$ cat config.mk
export PLATFORM = sky130hd
export DESIGN_NAME = clock_alarm_set_controller
export DESIGN_NICKNAME = d
export VERILOG_FILES = /design/src/rtl/core/cas_pkg.sv /design/src/rtl/core/cas_update.sv /design/src/rtl/core/clock_alarm_set_controller.sv
export SDC_FILE = /design/constraint.sdc
export NUM_CORES = 1
export LEC_CHECK = 0
export ABC_CLOCK_PERIOD_IN_PS = 3700
export CAP_MARGIN = 20
export CORE_AREA = 2 2 163 85
export CTS_BUF_LIST = sky130_fd_sc_hd__clkbuf_4
export CTS_CLUSTER_DIAMETER = 80
export DETAILED_ROUTE_END_ITERATION = 12
export DIE_AREA = 0 0 165 87
export DONT_BUFFER_PORTS = 1
export GPL_TIMING_DRIVEN = 0
export HOLD_SLACK_MARGIN = 0.03
export PLACE_DENSITY = 0.81
export SKIP_CTS_REPAIR_TIMING = 1
export SLEW_MARGIN = 0
export SYNTH_ARGS = -nofsm -noshare
export SYNTH_HDL_FRONTEND = slang
export SYNTH_HIERARCHICAL = 1
export SYNTH_SLANG_ARGS = --single-unit
$ cat constraint.sdc
create_clock -name clk -period 3.7 [get_ports clk]
set_clock_uncertainty 0.15 [all_clocks]
set_input_delay 0.74 -clock clk [delete_from_list [all_inputs] [get_ports clk]]
set_output_delay 0.74 -clock clk [all_outputs]
set_load 0.005 [all_outputs]
$ cat src/rtl/core/cas_pkg.sv
// shared types, codes and calendar helpers for the clock and alarm set controller
`timescale 1ns / 1ps
package cas_pkg;

  typedef enum logic [1:0] {
    ACT_MODE = 2'd0,
    ACT_SET  = 2'd1,
    ACT_INC  = 2'd2,
    ACT_LOAD = 2'd3
  } action_t;

  typedef enum logic [1:0] {
    VIEW_TIME  = 2'd0,
    VIEW_DATE  = 2'd1,
    VIEW_LUNAR = 2'd2,
    VIEW_ALARM = 2'd3
  } view_t;

  // edit field positions, meaning depends on the view
  localparam logic [2:0] EDIT_NONE = 3'd0;
  localparam logic [2:0] EDIT_1    = 3'd1;
  localparam logic [2:0] EDIT_2    = 3'd2;
  localparam logic [2:0] EDIT_3    = 3'd3;
  localparam logic [2:0] EDIT_4    = 3'd4;

  localparam logic [2:0] TIME_LAST  = EDIT_4;
  localparam logic [2:0] DATE_LAST  = EDIT_3;
  localparam logic [2:0] ALARM_LAST = EDIT_2;

  localparam int IN_DATA_W  = 40;
  localparam int OUT_DATA_W = 48;

  localparam logic [4:0] HOUR_RST   = 5'd11;
  localparam logic [5:0] MINUTE_RST = 6'd50;
  localparam logic [4:0] DATE_RST   = 5'd25;
  localparam logic [3:0] MONTH_RST  = 4'd12;
  localparam logic [6:0] YEAR_RST   = 7'd21;

  typedef struct packed {
    view_t      view;
    logic [2:0] edit;
    logic       armed;
    logic [4:0] hour;
    logic [5:0] minute;
    logic [4:0] date;
    logic [3:0] month;
    logic [6:0] year;
    logic [4:0] alarm_hour;
    logic [5:0] alarm_minute;
  } cas_state_t;

  typedef struct packed {
    logic [7:0] year;
    logic [7:0] month;
    logic [7:0] date;
    logic [7:0] hour;
    logic [7:0] minute;
  } cas_bcd_t;

  // invalid digits still decode as high*10+low
  function automatic logic [7:0] bcd_to_bin(input logic [7:0] b);
    logic [7:0] hi_x10;
    hi_x10 = {1'b0, b[7:4], 3'b000} + {3'b000, b[7:4], 1'b0};
    return hi_x10 + {4'b0000, b[3:0]};
  endfunction

  // months outside 1..12 take the february length
  function automatic logic [4:0] days_in_month(input logic [3:0] m, input logic [6:0] y);
    logic [4:0] d;
    case (m)
      4'd4, 4'd6, 4'd9, 4'd11: d = 5'd30;
      4'd1, 4'd3, 4'd5, 4'd7, 4'd8, 4'd10, 4'd12: d = 5'd31;
      default: d = (y[1:0] == 2'b00) ? 5'd29 : 5'd28;
    endcase
    return d;
  endfunction

endpackage

$ cat src/rtl/core/cas_update.sv
// next state of the controller for one button or rtc transaction
`timescale 1ns / 1ps
module cas_update
  import cas_pkg::*;
(
  input  action_t    action,
  input  cas_bcd_t   bcd,
  input  cas_state_t cur,
  output cas_state_t nxt,
  output logic       rtc_write,
  output logic       alarm_hit
);

  logic [5:0] date_inc;
  logic [4:0] month_inc;
  logic [5:0] hour_inc;
  logic [6:0] minute_inc;
  logic [7:0] year_inc;
  logic [5:0] ahour_inc;
  logic [6:0] aminute_inc;
  logic [4:0] dim;
  logic [7:0] bin_minute, bin_hour, bin_date, bin_month, bin_year;

  always_comb begin
    dim = days_in_month(cur.month, cur.year);

    date_inc = {1'b0, cur.date} + 6'd1;
    if (date_inc > {1'b0, dim}) date_inc = 6'd1;
    month_inc = {1'b0, cur.month} + 5'd1;
    if (month_inc > 5'd12) month_inc = 5'd1;
    hour_inc = {1'b0, cur.hour} + 6'd1;
    if (hour_inc > 6'd23) hour_inc = 6'd0;
    minute_inc = {1'b0, cur.minute} + 7'd1;
    if (minute_inc > 7'd59) minute_inc = 7'd0;
    year_inc = {1'b0, cur.year} + 8'd1;
    if (year_inc > 8'd99) year_inc = 8'd0;
    ahour_inc = {1'b0, cur.alarm_hour} + 6'd1;
    if (ahour_inc > 6'd23) ahour_inc = 6'd0;
    aminute_inc = {1'b0, cur.alarm_minute} + 7'd1;
    if (aminute_inc > 7'd59) aminute_inc = 7'd0;

    bin_minute = bcd_to_bin(bcd.minute);
    bin_hour   = bcd_to_bin({2'b00, bcd.hour[5:0]});
    bin_date   = bcd_to_bin(bcd.date);
    bin_month  = bcd_to_bin(bcd.month);
    bin_year   = bcd_to_bin(bcd.year);
  end

  always_comb begin
    nxt       = cur;
    rtc_write = 1'b0;
    unique case (action)
      ACT_MODE: begin
        if (cur.edit == EDIT_NONE) begin
          nxt.view = view_t'(2'(cur.view + 2'd1));
        end else begin
          if (cur.view == VIEW_TIME || cur.view == VIEW_DATE) rtc_write = 1'b1;
          else if (cur.view == VIEW_ALARM) nxt.armed = 1'b1;
          nxt.edit = EDIT_NONE;
        end
      end
      ACT_SET: begin
        case (cur.view)
          VIEW_TIME: nxt.edit = (cur.edit >= TIME_LAST) ? EDIT_NONE : cur.edit + 3'd1;
          VIEW_DATE: nxt.edit = (cur.edit >= DATE_LAST) ? EDIT_NONE : cur.edit + 3'd1;
          VIEW_ALARM: begin
            // stepping past the last alarm field drops the alarm
            if (cur.edit >= ALARM_LAST) begin
              nxt.edit         = EDIT_NONE;
              nxt.alarm_hour   = '0;
              nxt.alarm_minute = '0;
              nxt.armed        = 1'b0;
            end else begin
              nxt.edit = cur.edit + 3'd1;
            end
          end
          default: ;
        endcase
      end
      ACT_INC: begin
        if (cur.edit == EDIT_NONE) begin
          nxt.armed = 1'b0;
        end else if (cur.view == VIEW_TIME || cur.view == VIEW_DATE) begin
          if (cur.edit == EDIT_1) nxt.date = date_inc[4:0];
          else if (cur.edit == EDIT_2) nxt.month = month_inc[3:0];
          else if (cur.edit == EDIT_3 && cur.view == VIEW_TIME) nxt.hour = hour_inc[4:0];
          else if (cur.edit == EDIT_4 && cur.view == VIEW_TIME) nxt.minute = minute_inc[5:0];
          else if (cur.edit == EDIT_3 && cur.view == VIEW_DATE) nxt.year = year_inc[6:0];
        end else if (cur.view == VIEW_ALARM) begin
          if (cur.edit == EDIT_1) nxt.alarm_hour = ahour_inc[4:0];
          else if (cur.edit == EDIT_2) nxt.alarm_minute = aminute_inc[5:0];
        end
      end
      ACT_LOAD: begin
        if (cur.edit == EDIT_NONE) begin
          nxt.minute = bin_minute[5:0];
          nxt.hour   = bin_hour[4:0];
          nxt.date   = bin_date[4:0];
          nxt.month  = bin_month[3:0];
          nxt.year   = bin_year[6:0];
        end
      end
      default: ;
    endcase
    alarm_hit = nxt.armed && (nxt.hour == nxt.alarm_hour) &&
                (nxt.minute == nxt.alarm_minute);
  end

endmodule

$ cat src/rtl/core/clock_alarm_set_controller.sv
// top level of the clock, calendar and alarm set controller
//
//  channel | dir | signals                          | content
//  in_     | in  | tvalid tready tdata[39:0] tuser  | button or rtc load event
//  out_    | out | tvalid tready tdata[47:0]        | state after the event
//
//  one transaction in, one out; a new transaction can be taken every cycle while the output is not stalled
//  each transaction passes the input register, then the state and result register
//  the state update loop closes combinationally through cas_update into the state register
//  rst_n (synchronous, active low) clears both valid flags and loads the reset time
//  a stalled output holds; while the result waits the input register accepts only if it is empty
`timescale 1ns / 1ps
module clock_alarm_set_controller
  import cas_pkg::*;
(
  input  logic                  clk,
  input  logic                  rst_n,
  input  logic                  in_tvalid,
  output logic                  in_tready,
  // bcd_minute, bcd_hour, bcd_date, bcd_month, bcd_year (8 bits each)
  input  logic [IN_DATA_W-1:0]  in_tdata,
  // action
  input  logic [1:0]            in_tuser,
  output logic                  out_tvalid,
  input  logic                  out_tready,
  // view, edit_field, alarm_on, alarm_hit, rtc_write, hour_now, minute_now,
  // date_now, month_now, year_now, alarm_hour_now, alarm_minute_now, 2 zero bits
  output logic [OUT_DATA_W-1:0] out_tdata
);

  logic                  in_vld_r;
  action_t               in_act_r;
  cas_bcd_t              in_bcd_r;
  cas_state_t            st_r, st_nxt;
  logic                  out_vld_r;
  logic [OUT_DATA_W-1:0] out_data_r;
  logic                  rtc_write, alarm_hit;
  logic                  advance;

  assign advance   = in_vld_r && (!out_vld_r || out_tready);
  assign in_tready = !in_vld_r || advance;

  cas_update u_update (
    .action    (in_act_r),
    .bcd       (in_bcd_r),
    .cur       (st_r),
    .nxt       (st_nxt),
    .rtc_write (rtc_write),
    .alarm_hit (alarm_hit)
  );

  always_ff @(posedge clk) begin
    if (!rst_n) begin
      in_vld_r <= 1'b0;
    end else if (in_tready) begin
      in_vld_r <= in_tvalid;
    end
  end

  always_ff @(posedge clk) begin
    if (in_tready && in_tvalid) begin
      in_act_r <= action_t'(in_tuser);
      in_bcd_r <= cas_bcd_t'(in_tdata);
    end
  end

  always_ff @(posedge clk) begin
    if (!rst_n) begin
      st_r.view         <= VIEW_TIME;
      st_r.edit         <= EDIT_NONE;
      st_r.armed        <= 1'b0;
      st_r.hour         <= HOUR_RST;
      st_r.minute       <= MINUTE_RST;
      st_r.date         <= DATE_RST;
      st_r.month        <= MONTH_RST;
      st_r.year         <= YEAR_RST;
      st_r.alarm_hour   <= '0;
      st_r.alarm_minute <= '0;
      out_vld_r         <= 1'b0;
    end else if (advance) begin
      st_r      <= st_nxt;
      out_vld_r <= 1'b1;
    end else if (out_tready) begin
      out_vld_r <= 1'b0;
    end
  end

  always_ff @(posedge clk) begin
    if (advance) begin
      out_data_r <= {2'b00, st_nxt.alarm_minute, st_nxt.alarm_hour, st_nxt.year,
                     st_nxt.month, st_nxt.date, st_nxt.minute, st_nxt.hour,
                     rtc_write, alarm_hit, st_nxt.armed, st_nxt.edit, st_nxt.view};
    end
  end

  assign out_tvalid = out_vld_r;
  assign out_tdata  = out_data_r;

endmodule

Word-level counts from Yosys, hierarchy flattened
Index checks and enable logic that the tools add are counted.
- bits of input ports: 46
- latch bits: 0
- word-level logic and storage cells: 142
- output and inout bits: 50
- bits in read-only memories: 0
- RAM bits: 0
- memories kept: 0
- register bits after elaboration: 131
- add/subtract/negate cells: 19
- reductions and logical operators: 20
- bitwise logic cells: 1
- magnitude comparators: 10
- div/mod/pow operators: 0
- multipliers: 0
- eq/ne operators: 22
- shift-type cells: 0
- multiplexer cells: 50
- operators with widths (cell ; count):
    $mux 11 ; 7
    $mux 27 ; 2
    $pmux 27 s2 ; 1
    $mux 38 ; 1
    $mux 6 ; 6
    $mux 7 ; 5
    $mux 5 ; 6
    $pmux 11 s2 ; 1
    $eq 4x4->1 const B ; 5
    $add 5x1->6 const B ; 3
    $eq 4x3->1 const B ; 4
    $add 6x1->7 const B ; 2
    $gt 7x6->1 const B ; 2
    $gt 6x5->1 const B ; 2
    $mux 4 ; 3
    $add 5x4->5 ; 2
    $pmux 5 s2 ; 1
    $mux 1 ; 9
    $mux 3 ; 3
    $pmux 3 s3 ; 1
    $add 4x4->4 ; 2
    $add 7x1->8 const B ; 1
    $gt 8x7->1 const B ; 1
    $add 7x4->7 ; 1
    34 further kinds ; 51

Longest topological paths before layout
Gate-level depths: netlist of the first run.
- depth after elaboration: 14
- gate-level depth with buffers: 18
- gate-level depth less buffers: 18

Cells and area by module
Netlist of the first run, hierarchy kept.
- by module, submodules not included (module ; times used ; area each (um^2) ; sequential area each (um^2) ; cells an instance):
    clock_alarm_set_controller ; 1 ; 4566.9 ; 3563.4 ; 294
    cas_update ; 1 ; 3728.6 ; 0.0 ; 554

Worst setup path after synthesis of the first run
OpenSTA, ideal clock, no wires.
- path type: register to register
- from: reg st_r[39] (netlist bit)
- to: reg out_data_r[6] (netlist: out_tdata[6]), data pin
- cell stages (with the launch flop): 11
- setup time: 0.168 ns
- required time: 3.382 ns
- period minus slack after synthesis: 3.334 ns
- buffers on the path: 0
- setup slack: 0.366 ns
- arrival: 3.016 ns
- path through: dfxtp_1 inv_1 ha_1 nor2_1 a21oi_2 o311a_1 or3_4 xor2_1 a2111o_1 or4b_4 nor4b_4
- RTL lines (element ; RTL line ; source):
    from (decl) ; clock_alarm_set_controller.sv:34 ; cas_state_t st_r, st_nxt;
    from (signal assigned) ; clock_alarm_set_controller.sv:81 ; st_r <= st_nxt;
    to (signal assigned) ; clock_alarm_set_controller.sv:90 ; out_data_r <= {2'b00, st_nxt.alarm_minute, st_nxt.alarm_hour, st_nxt.year,
    to (decl) ; clock_alarm_set_controller.sv:36 ; logic [OUT_DATA_W-1:0] out_data_r;

Worst setup path in the final report of the first run
- from: reg in_act_r[0]
- to: reg out_data_r[6] (netlist: out_tdata[6]), data pin
- cells in the longest elaborated chain, start to end: 5
- elaborated cells between the ends (all ways): 11
- those cells by class: 5 x eq/ne; 3 x mux; 3 x reduce/logical
- ends and longest elaborated chain (element ; RTL line ; source):
    from (decl) ; clock_alarm_set_controller.sv:32 ; action_t in_act_r;
    from (signal assigned) ; clock_alarm_set_controller.sv:62 ; in_act_r <= action_t'(in_tuser);
    $eq 2x2->1 / $eq 2x1->1 (equally long branches) ; cas_update.sv:52 ; unique case (action)
    $pmux 27 s2 / $pmux 11 s2 (equally long branches) ; cas_update.sv:52 ;
    $eq 5x5->1 ; cas_update.sv:105 ; alarm_hit = nxt.armed && (nxt.hour == nxt.alarm_hour) &&
    $logic_and 1x1->1 ; cas_update.sv:105 ;
    $logic_and 1x1->1 (*) ; cas_update.sv:105 ;
    via alarm_hit ; clock_alarm_set_controller.sv:37 ; logic rtc_write, alarm_hit;
Mark *: on every way through the listed nets, which the timed path passes. The rest lies on a longest branch.
A chain may end at the register's enable or synchronous reset.

==> impl_metrics.json, run 1 <==
{
  "cts_root_buf": "clkbuf_4",
  "route.detailed.drc": 0,
  "grt_pass1_wl_um": 34000,
  "h-tree-depth": 4,
  "cellLeakagePower_nw": 3.37,
  "synth_cells": 845,
  "slew-limit-headroom_pct": 37.7,
  "status": "completed",
  "rows": 30,
  "ios": 96,
  "worstHoldPathType": "input pin to register",
  "gp_congestion": 0.982,
  "dp_cells": 1022,
  "cts_tree": "yes",
  "min_period_ns": 3.66,
  "die_w_um": 165,
  "hold_depth": 0,
  "numCtsBuffers": 17,
  "dp.final_hpwl_um": 16000,
  "hold_start": "in_tdata[38]",
  "grt_max_degree": 56,
  "nNetsFinal": 977,
  "drtPass1Iterations": 6,
  "cp-startpoint": "in_act_r[0]",
  "cts.clk_slew.worst_paths_ns": 0.14,
  "r2r-end": "out_tdata[6]",
  "critPathLaunchType": "register",
  "fmax_mhz": 273,
  "worstMarginPinSlew_ns": 0.934,
  "hold_ws_ns": 0.112,
  "crit_fanout": 10,
  "final_area_um2": 8850,
  "fin_util_pct": 67.6,
  "port_buffers": 0,
  "max-cap-violations": 0,
  "areaGrowthSynthToFinish_pct": 7.90,
  "num_vias": 6982,
  "drv_slew": 0,
  "grt_usage_pct": 31.3,
  "fillers": 990,
  "p_sw_w": 0.000941,
  "die_h_um": 87,
  "worstHoldEndpoint": "in_bcd_r[38]",
  "clock_path_buffers": 2,
  "place_area_um2": 8430,
  "drt_wl_total_um": 22000,
  "p_sw_share_pct": 28.4,
  "die_area_um2": 14400,
  "worstSetupPathType": "register to register",
  "hold_viol": 0,
  "min_period_over_period_pct": 98.9,
  "wl_per_cell_um": 20.7,
  "combPwrFrac_pct": 15.6,
  "end_kind": "register",
  "viasPerCell": 6.59,
  "grt-ovfl-total": 0,
  "rsz0062_at_grt": "no",
  "clock_latency_ns": 0.56,
  "crit_required_ns": 3.93,
  "r2r_start": "in_act_r[0]",
  "initial_core_util_pct": 62.6,
  "seqPwrFrac_pct": 50.9,
  "peakVddDrop_mv": 0.208,
  "synth.yosys.warnings": 6,
  "core_um2": 13100,
  "p_per_area_nw_per_um2": 375,
  "antenna_found_initial": 0,
  "fin_cells": 1060,
  "drive_gt1_share_pct": 10.6,
  "p_clk_share_pct": 33.5,
  "first_global_vias": 6351,
  "synth.cell_area_um2": 8210,
  "syn_area_per_cell_um2": 9.71,
  "dr.first_iter.drc_count": 1115,
  "setup_violations": 0,
  "r2r_slack_ns": 0.04,
  "ant_nets": 0,
  "diodes": 0,
  "r2r_cells": 8,
  "clkSinkCount": 131,
  "crit_arrival_ns": 3.89,
  "intPower_w": 0.00238,
  "total_power_w": 0.00332
}
==> cells in the final DEF (no fill, tap or decap), drive strengths merged, types with 16 or more instances in the layout <==
cell type	count
mux2i	32
dfxtp	46
ha	53
edfxtp	85
nand3	23
clkbuf	49
a21oi	26
inv	57
nand2	146
nor2	29
o21ai	64
o311ai	16
buf	24
==> metrics by stage <==
step / worst slack, ns / setup TNS (ns)
5_1_grt: 0.0260 / 0
2_1_floorplan: 0.366 / 0
3_5_place_dp: -0.327 / -0.475
6_report: 0.0397 / 0
4_1_cts: -0.380 / -0.802
3_3_place_gp: -0.192 / -0.192
==> state kept, by name, summed over array words and instances (netlist names) <==
signal	count
in_vld_r	1
in_act_r	2
out_tvalid	1
out_tdata	46
st_r	44
in_bcd_r	37
==> layout make-up <==
class	count	area [µm²]	share of cell area, %
buffer	48	282	3.18
clock buffer	19	143	1.61
clock inverter	13	186	2.11
inverter	57	214	2.42
multi-input combinational	610	4280	48.3
sequential	131	3480	39.3
tap	176	220	2.49
timing repair buffer	6	45.0	0.509
==> how the worst max path moves through the flow <==
stage | end | slack, ns | cells past startpoint
3_3_place_gp | out_tdata[6] | -0.19 | 10
3_5_place_dp | out_tdata[6] | -0.33 | 10
6_report | out_tdata[6] | 0.04 | 8
2_1_floorplan | out_tdata[6] | 0.37 | 10
5_1_grt | out_tdata[6] | 0.03 | 11
4_1_cts | out_tdata[6] | -0.38 | 10
==> power groups by stage <==
stage | clock network [W] | logic, W | registers (W)
after detailed placement | 0 | 0.000486 | 0.00172
after global placement | 0 | 0.000464 | 0.00172
after global routing | 0.00118 | 0.000556 | 0.00170
final | 0.00111 | 0.000517 | 0.00169
after CTS | 0.00112 | 0.000491 | 0.00169
after floorplan | 0 | 0.000358 | 0.00170
==> critical path, cell delays in order, from the launching register on <==
cell	delay, ns
edfxtp_1	0.44
ha_1	0.26
clkbuf_1	0.27
nor2_1	0.73
a221oi_1	0.21
a21boi_0	0.19
a2111o_1	0.40
or4b_4	0.55
nor4b_4	0.29
==> layer usage <==
metal  GRT usage [%]  up-vias  share of wire (%)
met5               0        -                  0
met2            44.5      524                 41
met3            8.61       64                 14
met1            46.1     3276                 43
li1                -     3118                  -
met4            9.88        0                2.1
Note: power is estimated with default switching activity, not from simulation.
==> run 2, diff against run 1 <==
--- a/config.mk
+++ b/config.mk
@@ -5,13 +5,14 @@
 export SDC_FILE = /design/constraint.sdc
 export NUM_CORES = 1
 export LEC_CHECK = 0
+export ABC_AREA = 1
 export ABC_CLOCK_PERIOD_IN_PS = 3700
 export CAP_MARGIN = 20
-export CORE_AREA = 2 2 163 85
+export CORE_AREA = 2 2 164 86
 export CTS_BUF_LIST = sky130_fd_sc_hd__clkbuf_4
 export CTS_CLUSTER_DIAMETER = 80
 export DETAILED_ROUTE_END_ITERATION = 12
-export DIE_AREA = 0 0 165 87
+export DIE_AREA = 0 0 166 88
 export DONT_BUFFER_PORTS = 1
 export GPL_TIMING_DRIVEN = 0
 export HOLD_SLACK_MARGIN = 0.03
==> run 2 against run 1 <==
  * Utilization shrank 0.42 points
  * Global-route usage shrank 0.056 points
  * Register-to-register slack better by 0.38 ns
  * First-iteration DRC count fell by 11%
  * Sequential power rose by 4%
  * Total power grew 5.9%
  * Critical path type unchanged
  * Largest power group unchanged
  * Sequential share of layout area down 0.091 points
  * Design area about the same
  * Largest cell class unchanged
  * Synthesized cell count is 22% higher
==> impl_metrics.json, run 2 <==
{
  "grt_pass1_wl_um": 34900,
  "r2r_cells": 21,
  "min_period_ns": 3.28,
  "rows": 30,
  "die_area_um2": 14600,
  "crit_arrival_ns": 3.59,
  "grt-ovfl-total": 0,
  "max-cap-violations": 0,
  "setup_violations": 0,
  "dr.first_iter.drc_count": 992,
  "ant_nets": 0,
  "drt_wl_total_um": 22400,
  "critPathLaunchType": "register",
  "combPwrFrac_pct": 22.5,
  "cts_tree": "yes",
  "viasPerCell": 5.86,
  "areaGrowthSynthToFinish_pct": 6.55,
  "numCtsBuffers": 17,
  "crit_fanout": 7,
  "gp_congestion": 1.00,
  "cellLeakagePower_nw": 3.91,
  "hold_viol": 0,
  "p_per_area_nw_per_um2": 397,
  "cts.clk_slew.worst_paths_ns": 0.13,
  "worstMarginPinSlew_ns": 0.748,
  "wl_per_cell_um": 18.0,
  "synth.cell_area_um2": 8300,
  "worstSetupPathType": "register to register",
  "synth.yosys.warnings": 6,
  "crit_chain": "inv_1 > ha_1 > nor2_1 > nor2_1 > o21ai_0 > o21ai_0 > nor2_1 > ha_1 > a21oi_1 > a21oi_1 > nand4_1 > o31ai_1 > inv_1 > nand2_1 > a21oi_1 > o21ai_0 > o211ai_1 > inv_1 > nand3_1 > nand2_1 > nor2_1",
  "r2r-end": "st_r[24]",
  "p_sw_share_pct": 33.6,
  "min_period_over_period_pct": 88.6,
  "clkSinkCount": 131,
  "r2r_start": "st_r[18]",
  "rsz0062_at_grt": "no",
  "hold_start": "in_tdata[24]",
  "route.detailed.drc": 0,
  "grt_usage_pct": 31.2,
  "end_kind": "register",
  "path_delay_family": "compound AO/OA/AOI/OAI gates",
  "grt_max_degree": 30,
  "timing.critical_path.mode_cell": "nor2_1",
  "initial_core_util_pct": 63.0,
  "critPathMaxStageDelay_ns": 0.50,
  "cp_slowest_cell": "dfxtp_1",
  "worstHoldEndpoint": "in_bcd_r[24]",
  "intPower_w": 0.00233,
  "clock_path_buffers": 2,
  "drtPass1Iterations": 6,
  "ios": 96,
  "layout_common_cells": "228 x nand2_1, 136 x inv_1, 113 x nand3_1",
  "core_um2": 13200,
  "slew-limit-headroom_pct": 50.1,
  "r2r_slack_ns": 0.42,
  "die_h_um": 88,
  "nNetsFinal": 1158,
  "syn_area_per_cell_um2": 8.06,
  "p_clk_share_pct": 27.5,
  "clock_latency_ns": 0.52,
  "cts_root_buf": "clkbuf_4",
  "num_vias": 7265,
  "setup_tns_ns": 0,
  "p_sw_w": 0.00118,
  "drive_gt1_share_pct": 9.59,
  "first_global_vias": 6441,
  "drv_slew": 0,
  "antenna_found_initial": 0,
  "hold_ws_ns": 0.148,
  "synth_cells": 1030,
  "worstHoldPathType": "input pin to register",
  "largest_register_ffs": 46,
  "crit_required_ns": 4.01,
  "diodes": 0,
  "die_w_um": 166,
  "h-tree-depth": 4,
  "port_buffers": 0,
  "dp.final_hpwl_um": 16600,
  "fmax_mhz": 305,
  "final_common_cell": "nand2_1",
  "seqPwrFrac_pct": 49.9,
  "hold_depth": 0,
  "timing.critical_path.buf_inv": 3,
  "status": "completed",
  "peakVddDrop_mv": 0.261
}
run 2: area by class of cell:
| cell class | count | area [µm²] |
|---|---|---|
| Fill cell | 1085 | 4330 |
| Multi-Input combinational cell | 710 | 4030 |
| Sequential cell | 131 | 3470 |
| Inverter | 149 | 564 |
| Buffer | 41 | 240 |
| Tap cell | 176 | 220 |
| Clock inverter | 13 | 138 |
| Clock buffer | 18 | 135 |
| Timing Repair Buffer | 2 | 47.5 |
run 2: per-layer routing:
layer / part of all wire (%) / vias up / track usage (%)
met2: 39 / 485 / 43.8
met5: 0 / - / 0
met1: 46 / 3297 / 46.7
met3: 15 / 27 / 10.4
li1: - / 3456 / -
met4: 0.85 / 0 / 6.56
run 2: how the worst max path moves through the flow:
stage	from	to	slack (ns)	cells past startpoint
2_1_floorplan	out_tready	out_tdata[0]	1.07	5
3_3_place_gp	out_tready	out_tdata[2]	0.34	5
3_5_place_dp	st_r[18]	st_r[24]	0.65	21
4_1_cts	st_r[18]	st_r[24]	0.52	21
5_1_grt	st_r[18]	st_r[24]	0.03	21
6_report	st_r[18]	st_r[24]	0.42	21
run 2: power groups by stage:
stage          combinational [W]  sequential [W]  clock, W
2_1_floorplan           0.000554         0.00176         0
3_3_place_gp            0.000731         0.00179         0
3_5_place_dp            0.000756         0.00179         0
4_1_cts                 0.000763         0.00175  0.000978
5_1_grt                 0.000878         0.00177   0.00104
6_report                0.000792         0.00175  0.000966
run 2: metrics by stage:
stage          cell area [µm²]  power [W]  utilization (%)  worst slack [ns]  instances
3_3_place_gp              8530    0.00252             64.7             0.344       1207
5_1_grt                   8850    0.00368             67.2            0.0302       1240
2_1_floorplan             8310    0.00231                -              1.07       1031
3_5_place_dp              8580    0.00254             65.1             0.650       1209
6_report                  8850    0.00351             67.2             0.420       1240
4_1_cts                   8850    0.00349             67.2             0.518       1240
run 2: worst register-to-register path: stages, from the launching register on:
cell	delay, ns
dfxtp_1	0.50
inv_1	0.15
ha_1	0.23
nor2_1	0.14
nor2_1	0.05
o21ai_0	0.06
o21ai_0	0.12
nor2_1	0.16
ha_1	0.27
a21oi_1	0.16
a21oi_1	0.07
nand4_1	0.10
o31ai_1	0.09
inv_1	0.12
nand2_1	0.08
a21oi_1	0.11
o21ai_0	0.11
o211ai_1	0.23
inv_1	0.09
nand3_1	0.09
nand2_1	0.05
nor2_1	0.09
==> run 3, diff against run 2 <==
--- a/config.mk
+++ b/config.mk
@@ -8,11 +8,11 @@
 export ABC_AREA = 1
 export ABC_CLOCK_PERIOD_IN_PS = 3700
 export CAP_MARGIN = 20
-export CORE_AREA = 2 2 164 86
+export CORE_AREA = 2 2 117 119
 export CTS_BUF_LIST = sky130_fd_sc_hd__clkbuf_4
 export CTS_CLUSTER_DIAMETER = 80
 export DETAILED_ROUTE_END_ITERATION = 12
-export DIE_AREA = 0 0 166 88
+export DIE_AREA = 0 0 119 121
 export DONT_BUFFER_PORTS = 1
 export GPL_TIMING_DRIVEN = 0
 export HOLD_SLACK_MARGIN = 0.03
==> run 3 against run 2 <==
  * Critical endpoint is now st_r[23]
  * Critical path depth is 1 lower
  * First-iteration DRC count is 14% lower
  * Non-clock buffer count is 1 lower
==> impl_metrics.json, run 3 (synthesized netlist as in run 2, its figures left out) <==
{
  "status": "completed",
  "fmax_mhz": 314,
  "numCtsBuffers": 17,
  "hold_viol": 0,
  "die_h_um": 121,
  "cts.clk_slew.worst_paths_ns": 0.12,
  "crit_fanout": 7,
  "rsz0062_at_grt": "no",
  "grt_usage_pct": 29.7,
  "clock_latency_ns": 0.58,
  "core_um2": 13100,
  "clock_path_buffers": 2,
  "route.detailed.drc": 0,
  "nNetsFinal": 1157,
  "end_kind": "register",
  "final_common_cell": "nand2_1",
  "grt-ovfl-total": 0,
  "drt_wl_total_um": 20800,
  "min_period_over_period_pct": 86.1,
  "ant_nets": 0,
  "fin_cells": 1241,
  "critPathLaunchType": "register",
  "rows": 42,
  "peakVddDrop_mv": 0.337,
  "r2r_start": "st_r[18]",
  "multi_input_area_um2": 4030,
  "p_per_area_nw_per_um2": 418,
  "setup_tns_ns": 0,
  "ios": 96,
  "worstSetupPathType": "register to register",
  "cp-startpoint": "st_r[18]",
  "drtPass1Iterations": 10,
  "min_period_ns": 3.18,
  "dp.final_hpwl_um": 15000,
  "worst_slack_ns": 0.516,
  "gp_congestion": 0.961,
  "first_global_vias": 6580,
  "cellLeakagePower_nw": 3.95,
  "critPathCapture": "st_r[23]",
  "cts_root_buf": "clkbuf_4",
  "areaGrowthSynthToFinish_pct": 7.41,
  "r2r_cells": 20,
  "fillers": 1048,
  "initial_core_util_pct": 63.5,
  "antenna_found_initial": 1,
  "r2r-end": "st_r[23]",
  "drive_gt1_share_pct": 9.49,
  "crit_required_ns": 4.04,
  "h-tree-depth": 4,
  "slew-limit-headroom_pct": 41.2,
  "fin_util_pct": 68.2,
  "dr.first_iter.drc_count": 853,
  "port_buffers": 0,
  "r2r_slack_ns": 0.52,
  "layout_common_cells": "228 x nand2_1, 135 x inv_1, 113 x nand3_1",
  "setup_violations": 0,
  "grt_max_degree": 40,
  "drv_slew": 0,
  "total_power_w": 0.00373,
  "dp_slack_ns": 0.634,
  "clkSinkCount": 131,
  "max-cap-violations": 0,
  "die_area_um2": 14400,
  "crit_arrival_ns": 3.52,
  "wl_per_cell_um": 16.7,
  "seqCellArea_um2": 3470,
  "worstHoldPathType": "input pin to register",
  "grt_pass1_wl_um": 33000,
  "largest_register_ffs": 46,
  "num_vias": 7228,
  "cts_tree": "yes",
  "worstMarginPinSlew_ns": 0.880,
  "dp_cells": 1208,
  "viasPerCell": 5.82,
  "die_w_um": 119
}
run 3: report_power, final:
part | switching [W] | internal (W)
Combinational | 0.000498 | 0.000255
Clock | 0.000547 | 0.000678
Sequential | 0.0000849 | 0.00167
run 3: through the flow:
stage,hold WS [ns],instance area (µm²)
after floorplan,0.279,8310
after global placement,0.300,8530
after detailed placement,0.302,8550
after CTS,0.0615,8920
after global routing,0.0601,8920
final,0.0898,8920
run 3: worst min path at each step:
| stage | startpoint | end | slack [ns] | depth (start not counted) |
|---|---|---|---|---|
| 3_5_place_dp | st_r[26] | st_r[26] | 0.30 | 2 |
| 3_3_place_gp | st_r[26] | st_r[26] | 0.30 | 2 |
| 5_1_grt | in_tdata[3] | in_bcd_r[3] | 0.06 | 0 |
| 2_1_floorplan | st_r[26] | st_r[26] | 0.28 | 2 |
| 6_report | in_tuser[0] | in_act_r[0] | 0.09 | 0 |
| 4_1_cts | in_tdata[3] | in_bcd_r[3] | 0.06 | 0 |
run 3: worst max-delay path, stage by stage (launching register included):
cell      delay, ns
dfxtp_1        0.48
inv_1          0.15
ha_1           0.23
nor2_1         0.16
nor2_1         0.05
o21ai_0        0.06
o21ai_0        0.14
o21bai_1       0.25
ha_1           0.30
a21oi_1        0.13
nand4_1        0.11
o31ai_1        0.11
inv_1          0.15
nand3_1        0.09
o21ai_0        0.08
nand2_1        0.08
o211ai_1       0.13
inv_1          0.08
nand3_1        0.07
nand2_1        0.07
nor2_1         0.04
run 3: cell type report:
cell class | count | area share, %
inverter | 149 | 6.33
multi-input combinational | 710 | 45.2
clock inverter | 14 | 2.62
antenna | 1 | 0.0281
tap | 176 | 2.47
clock buffer | 18 | 1.51
buffer | 41 | 2.69
timing repair buffer | 1 | 0.224
sequential | 131 | 38.9
run 3: metal layers:
metal / wire [µm] / GRT usage [%] / vias to the layer above
met5: 0 / 0 / -
met4: 699 / 14.1 / 0
met3: 1990 / 7.75 / 58
met2: 9470 / 47.4 / 393
met1: 8610 / 37.7 / 3319
li1: - / - / 3458
